## src/hw/rtl/cbsu_pkg.sv

```systemverilog
`timescale 1ns / 1ps
`default_nettype none

package cbsu_pkg;

  // opcode class, func bits 7..6
  localparam logic [1:0] CLS_SHIFT = 2'd0;
  localparam logic [1:0] CLS_BIT   = 2'd1;
  localparam logic [1:0] CLS_RES   = 2'd2;
  localparam logic [1:0] CLS_SET   = 2'd3;

  // shift kind, func bits 5..3 when class is shift
  localparam logic [2:0] SH_RLC  = 3'd0;
  localparam logic [2:0] SH_RRC  = 3'd1;
  localparam logic [2:0] SH_RL   = 3'd2;
  localparam logic [2:0] SH_RR   = 3'd3;
  localparam logic [2:0] SH_SLA  = 3'd4;
  localparam logic [2:0] SH_SRA  = 3'd5;
  localparam logic [2:0] SH_SWAP = 3'd6;
  localparam logic [2:0] SH_SRL  = 3'd7;

  // target code for the byte at HL
  localparam logic [2:0] TARGET_MEM = 3'd6;

  // flag bit positions
  localparam int FLAG_Z = 3;
  localparam int FLAG_N = 2;
  localparam int FLAG_H = 1;
  localparam int FLAG_C = 0;

  // machine cycle counts
  localparam logic [4:0] CYC_REG     = 5'd8;
  localparam logic [4:0] CYC_MEM_BIT = 5'd12;
  localparam logic [4:0] CYC_MEM     = 5'd16;

  typedef struct packed {
    logic [7:0] func;
    logic [7:0] operand;
    logic [3:0] flags_in;
  } cbsu_req_t;

  typedef struct packed {
    logic [7:0] result;
    logic [3:0] flags_out;
    logic       write_result;
    logic [2:0] target_index;
    logic       uses_memory;
    logic [4:0] cycle_count;
  } cbsu_rsp_t;

endpackage

`default_nettype wire

```

## src/hw/rtl/cbsu_exec.sv

```systemverilog
`timescale 1ns / 1ps
`default_nettype none

module cbsu_exec
  import cbsu_pkg::*;
(
  input  cbsu_req_t req,
  output cbsu_rsp_t rsp
);

  logic [1:0] cls;
  logic [2:0] sel;
  logic [2:0] tgt;
  logic [7:0] v;
  logic [7:0] mask;
  logic [7:0] sh_res;
  logic       sh_cout;
  logic       mem;

  assign cls  = req.func[7:6];
  assign sel  = req.func[5:3];
  assign tgt  = req.func[2:0];
  assign v    = req.operand;
  assign mask = 8'b1 << sel;
  assign mem  = (tgt == TARGET_MEM);

  // rotate / shift / swap unit
  always_comb begin
    case (sel)
      SH_RLC: begin
        sh_cout = v[7];
        sh_res  = {v[6:0], v[7]};
      end
      SH_RRC: begin
        sh_cout = v[0];
        sh_res  = {v[0], v[7:1]};
      end
      SH_RL: begin
        sh_cout = v[7];
        sh_res  = {v[6:0], req.flags_in[FLAG_C]};
      end
      SH_RR: begin
        sh_cout = v[0];
        sh_res  = {req.flags_in[FLAG_C], v[7:1]};
      end
      SH_SLA: begin
        sh_cout = v[7];
        sh_res  = {v[6:0], 1'b0};
      end
      SH_SRA: begin
        sh_cout = v[0];
        sh_res  = {v[7], v[7:1]};
      end
      SH_SWAP: begin
        sh_cout = 1'b0;
        sh_res  = {v[3:0], v[7:4]};
      end
      default: begin
        sh_cout = v[0];
        sh_res  = {1'b0, v[7:1]};
      end
    endcase
  end

  always_comb begin
    rsp.result       = v;
    rsp.flags_out    = req.flags_in;
    rsp.write_result = 1'b1;
    rsp.target_index = tgt;
    rsp.uses_memory  = mem;
    case (cls)
      CLS_SHIFT: begin
        rsp.result    = sh_res;
        rsp.flags_out = {(sh_res == 8'd0), 1'b0, 1'b0, sh_cout};
      end
      CLS_BIT: begin
        rsp.write_result = 1'b0;
        rsp.flags_out    = {((v & mask) == 8'd0), 1'b0, 1'b1, req.flags_in[FLAG_C]};
      end
      CLS_RES: begin
        rsp.result = v & ~mask;
      end
      default: begin
        rsp.result = v | mask;
      end
    endcase
    if (!mem) begin
      rsp.cycle_count = CYC_REG;
    end else if (cls == CLS_BIT) begin
      rsp.cycle_count = CYC_MEM_BIT;
    end else begin
      rsp.cycle_count = CYC_MEM;
    end
  end

endmodule

`default_nettype wire

```

## src/hw/rtl/cb_prefix_bit_shift_unit_top.sv

```systemverilog
// prefixed bit / shift unit: one opcode byte in, one result out per request
// path: an accepted request goes through the input stage reg, then the result reg
// throughput: one request per cycle while rsp_ready keeps the result register draining
// reset: synchronous active-high rst clears both valid flags, payload regs not reset
`timescale 1ns / 1ps
`default_nettype none

module cb_prefix_bit_shift_unit_top
  import cbsu_pkg::*;
(
  input  logic      clk,
  input  logic      rst,
  input  logic      req_valid,
  output logic      req_ready,
  input  cbsu_req_t req,
  output logic      rsp_valid,
  input  logic      rsp_ready,
  output cbsu_rsp_t rsp
);

  // input stage holding the accepted request
  logic      stage_valid;
  cbsu_req_t stage_req;

  // decoded / executed result of the staged request
  cbsu_rsp_t exec_rsp;

  // result register may load when empty or being drained this cycle
  logic      advance;

  assign advance   = !rsp_valid || rsp_ready;
  // input stage frees up when empty or when its request moves on
  assign req_ready = !stage_valid || advance;

  cbsu_exec u_exec (
    .req (stage_req),
    .rsp (exec_rsp)
  );

  // valid flags
  always_ff @(posedge clk) begin
    if (rst) begin
      stage_valid <= 1'b0;
      rsp_valid   <= 1'b0;
    end else begin
      if (req_ready) begin
        stage_valid <= req_valid;
      end
      if (advance) begin
        rsp_valid <= stage_valid;
      end
    end
  end

  // payload registers
  always_ff @(posedge clk) begin
    if (req_valid && req_ready) begin
      stage_req <= req;
    end
    if (advance && stage_valid) begin
      rsp <= exec_rsp;
    end
  end

  // an accepted request always lands in the input stage
  assert property (@(posedge clk) disable iff (rst)
    (req_valid && req_ready) |=> stage_valid)
    else $error("accepted request not captured");

  // a stalled response keeps the staged request waiting
  assert property (@(posedge clk) disable iff (rst)
    (rsp_valid && !rsp_ready && stage_valid) |=> (stage_valid && rsp_valid))
    else $error("staged request lost under stall");

  // bit test never writes back and always sets H
  assert property (@(posedge clk) disable iff (rst)
    (rsp_valid && !rsp.write_result) |-> rsp.flags_out[FLAG_H])
    else $error("bit test response without H");

  // memory flag tracks the target code
  assert property (@(posedge clk) disable iff (rst)
    rsp_valid |-> (rsp.uses_memory == (rsp.target_index == TARGET_MEM)))
    else $error("uses_memory mismatch");

  // register targets take the short cycle count
  assert property (@(posedge clk) disable iff (rst)
    (rsp_valid && !rsp.uses_memory) |-> (rsp.cycle_count == CYC_REG))
    else $error("wrong cycle count for register target");

endmodule

`default_nettype wire

```

## config.mk

```make
export PLATFORM = sky130hd
export DESIGN_NAME = cb_prefix_bit_shift_unit_top
export DESIGN_NICKNAME = d
export VERILOG_FILES = /design/src/hw/rtl/cbsu_pkg.sv /design/src/hw/rtl/cbsu_exec.sv /design/src/hw/rtl/cb_prefix_bit_shift_unit_top.sv
export SDC_FILE = /design/constraint.sdc
export NUM_CORES = 1
export LEC_CHECK = 0
export ABC_AREA = 1
export BUFFER_PORTS_ARGS = -buffer_cell sky130_fd_sc_hd__buf_2
export CAP_MARGIN = 5
export CORE_MARGIN = 10
export CORE_UTILIZATION = 40
export CTS_CLUSTER_DIAMETER = 120
export DETAILED_ROUTE_END_ITERATION = 10
export PLACE_DENSITY = 0.61
export REMOVE_ABC_BUFFERS = 1
export SLEW_MARGIN = 10
export SYNTH_ARGS = -nofsm -noshare
export SYNTH_HDL_FRONTEND = slang
export SYNTH_SLANG_ARGS = --single-unit
```

## constraint.sdc

```tcl
create_clock -name clk -period 4.41 [get_ports clk]
set_clock_uncertainty 0.2 [all_clocks]
set_input_delay 0.6615 -clock clk [delete_from_list [all_inputs] [get_ports clk]]
set_output_delay 0.6615 -clock clk [all_outputs]
set_load 0.02 [all_outputs]
```

; Word level (Yosys, flattened, before mapping)
; Cells that the tools add are included.
[word_totals]
ff_bits = 44
input_bits = 24
out_inout_bits = 24
wordCells = 42
[op_classes]
eq_ne = 9
shifts = 1
mux = 6
bitwise_logic = 4
reduce_logical = 11
[ops]
columns = operator, n
row1 = case mux 8 bit (7 select lines), 1
row2 = case mux 8 bit (3 select lines), 1
row3 = AND 8 bit, 2
row4 = logical NOT 8 bit, 2
row5 = equality test 3 bit (second input constant), 4
row6 = NOT 8 bit, 1
row7 = bitwise OR 8 bit, 1
row8 = case mux 4 bit (2 select lines), 1
row9 = left shift 1 x 3 -> 8 bit (first input constant), 1
row10 = equality test 3 x 2 -> 1 bit (second input constant), 2
row11 = 2-to-1 mux 5 bit, 1
row12 = equality test 3 x 1 -> 1 bit (second input constant), 1
row13 = logical NOT 3 bit, 1
row14 = OR reduction 3 bit, 1
row15 = equality test 2 x 1 -> 1 bit (second input constant), 1
row16 = equality test 2 bit (second input constant), 1
row17 = logical AND 1 bit, 2
row18 = logical NOT 1 bit, 2
row19 = logical NOT 2 bit, 1
row20 = logical OR 1 bit, 2
row21 = case mux 1 bit (2 select lines), 1
row22 = 2-to-1 mux 1 bit, 1

; Longest topological paths before layout
[logic_depth]
word_depth = 4
mapped_depth = 11
ltp_nobuf = 10

; Hierarchy
; Synthesis repeated with hierarchy kept, for this count alone.
[unflattened]
cells_unflattened = 224
hier_area_um2 = 2153.3
[by_module_without_submodules]
columns = module, n_inst, cells_each, area_each_um2, seq_area_each_um2
row1 = cb_prefix_bit_shift_unit_top, 1, 54, 1352.5, 1301.2
row2 = cbsu_exec, 1, 170, 800.8, 0.0

; Worst setup path before layout
; OpenSTA, ideal clock, no wires.
[synth_timing]
path_kind = input to register
from = input rsp_ready
to = register rsp[10] (netlist name), enable pin
setup_ps = 404
arrival_ps = 1719
t_required_ps = 3806
slack_ps = 2088
path_stages = 2
n_path_buf = 0
cell_sequence = inv_1 a21oi_1
[synth_via]
elab_chain_len = 2
[synth_lines]
columns = element, line_no
row1 = from (decl), cb_prefix_bit_shift_unit_top.sv:17  ; input logic rsp_ready,
row2 = logical OR 1 bit, cb_prefix_bit_shift_unit_top.sv:31  ; assign advance = !rsp_valid || rsp_ready;
row3 = logical AND 1 bit, cb_prefix_bit_shift_unit_top.sv:60  ; if (advance && stage_valid) begin
row4 = to (signal assigned), cb_prefix_bit_shift_unit_top.sv:61  ; rsp <= exec_rsp;
row5 = to (decl), cb_prefix_bit_shift_unit_top.sv:18  ; output cbsu_rsp_t rsp
; Every way passes these cells.
; A chain may end at the register's enable or synchronous reset.

==> impl_results.md <==
* Worst-path cell chain: inv_1 > nand2_1 > nor2_1 > inv_1 > nand2_1 > nand2_1 > nand3_1 > nor2_1 > nand2_1 > nand2_1
* Final hold slack at 253 ps
* Outcome: finished clean
* Crit path DAT at 1930 ps
* Synth cell types at 20
* RePlAce Congestion at 0.977
* Htree depth at 2
* Worst-path clk slew at 80 ps
* Sequential share of the synthesized area at 0.608
* Final worst-path cycle share at 0.470
* WL/cell at 13.0 um
* Most used cell, CP: nand2_1
* Layout cell share with drive strength beyond 1 at 0.218
* Setup tns final at 0 ps
* PostCTS Resize Cnt at 0
* 1st-iter DRT viols at 119
* Classification of the worst setup path: flop to flop
* Slew headroom at 0.282
* FF-to-FF setup slack at 2340 ps
* Drt pass-1 iters at 4
* Worst-path fanout max at 16
* Clk_lat worst skew at 290 ps
* DR WL met2 at 1.99 mm
* Post-Synthesis Cells at 216
* PwrDens at 387 mW/mm2
* Chip Width at 91.4 um
* Max cap viols at 0
* Final ANT Viol Nets at 0
* Detailed Place HPWL at 3.33 mm
* Startpoint types: flop
* Max Fclk at 483 MHz
* Yosys warning count at 0
* Final Hold Fails at 0
* Initial antenna violation count at 0
* CTS max path bufs at 2
* RSZ-0062 raised after global routing: no
* Crit-path leading delay family: simple AND/OR/NAND/NOR gates
* Clock root buffer: clkbuf_8
* DRC viols at 0
* Crit-path max cell delay at 610 ps
* GRT Overall Usage at 0.104
* # clock sinks at 42
* WL met3 at 307 um
* Max VDD drop at 0.000231 V
* Final layout net count at 285
* Routed wire length at 4.29 mm
* Core footprint at 0.00485 mm2
* CP required at 4270 ps
* Register bit total from synthesis at 42
* Antenna diode instance count at 0
* Largest net degree at the start of global routing at 21
* Leak at 1.08 nW
* Syn avg cell area at 9.45 um2
* Top Metal Used: met4
* Total congestion overflow at 0
* Global-route wire length before repair at 7.22 mm
* Setup violators final at 0
* Hold crit path type: flop to flop
* Critical path's slowest cell: edfxtp_1
* Detailed-route via count at 1591
* Mapped cell area at 0.00204 mm2
* Die Ht at 91.4 um
* Period minus WS final at 2070 ps
* Routed metal-1 wirelength at 1.95 mm
* FP Rows at 25
* CTS tree: yes
* Final Slew Violations at 0
* Area delta synth->final at 19.4%
* CTS Buf Count at 5
* Initial Util at 0.421
* Vias per std cell at 4.84
* CP bufs+invs at 2
* I/O Buffers at 45
* Vias in the first global route at 1574
* Least-Margin Pin Slew at 1080 ps
* # hold bufs at CTS at 0
* Num ports at 48
* Worst setup EP type: flop
* Post-CTS Setup Repair Bufs at 0
* Die Area at 0.00836 mm2
cell usage after synthesis (all sizes together):
cell     n  share of area
nand2   52          0.096
edfxtp  40           0.59
inv     28          0.052
nor2    23          0.042
nand3   19          0.047
o21ai   14          0.034
nand4   10          0.031
a21oi    9          0.022
buf      7          0.027
o211ai   6          0.022
dfxtp    2          0.020
a32o     1         0.0049
clkbuf   1         0.0018
clkinv   1         0.0018
conb     1         0.0018
nor3     1         0.0049
o221ai   1         0.0043
metal layers:
| layer | vias to the layer above | global-route usage |
|---|---|---|
| met5 | - | 0 |
| met1 | 702 | 0.131 |
| li1 | 821 | - |
| met3 | 4 | 0.0354 |
| met4 | 0 | 0.0352 |
| met2 | 64 | 0.164 |
layout by cell type, fill, tap and decap left out:
cell type / count
a21oi_1: 8
a21oi_2: 1
a32o_1: 1
buf_2: 45
bufinv_16: 2
clkbuf_8: 5
clkinv_1: 1
clkinv_4: 1
conb_1: 2
dfxtp_1: 2
edfxtp_1: 40
inv_1: 26
inv_2: 2
nand2_1: 52
nand3_1: 19
nand4_1: 10
nor2_1: 23
nor3_2: 1
o211ai_1: 6
o21ai_0: 14
o221ai_1: 1
state kept, by name, indices dropped and copies added, names as in the netlist:
signal and cells:
stage_req 20, rsp 20, rsp_valid 1, stage_valid 1
area by class of cell:
type,count,area (um2)
Sequential cell,42,1240
Fill cell,455,2410
Inverter,29,109
Tap cell,67,83.8
Timing Repair Buffer,45,225
Multi-Input combinational cell,138,639
Clock inverter,3,68.8
Clock buffer,5,68.8
worst reg2reg max path: stages (launching register included):
cell and delay [ps]:
edfxtp_1 610, inv_1 160, nand2_1 110, nor2_1 280
inv_1 100, nand2_1 70, nand2_1 60, nand3_1 110
nor2_1 40, nand2_1 60, nand2_1 40
kinds of logic after synthesis:
kind of cell / after synthesis / share of synthesized area
simple gates: 105 / 0.220
compound gates: 31 / 0.0877
other cells: 1 / 0.00184
flops: 42 / 0.608
buf+inv: 37 / 0.0822
stage by stage:
stage	util	setup WS, ps	instance area (um2)	cells	total power [mW]
after CTS	0.502	2380	2440	329	0.953
final	0.502	2340	2440	329	0.943
after floorplan	-	2090	1990	209	0.557
after global placement	0.474	2100	2300	321	0.596
after global routing	0.502	2180	2440	329	0.990
after detailed placement	0.474	2090	2300	321	0.597
path summary, 6_finish.rpt:
path,startpoint,endpoint,cells past startpoint
min,stage_req[14],rsp[8],0
max reg2reg,stage_req[16],rsp[13],10
max,stage_req[16],rsp[13],10
min reg2reg,stage_req[14],rsp[8],0
power by group:
part | switching [mW] | internal (mW) | leakage (nW)
Sequential | 0.0186 | 0.465 | 0.401
Combinational | 0.0686 | 0.0356 | 0.605
Clock | 0.129 | 0.227 | 0.0683
Power figures use the tool's default switching activity.
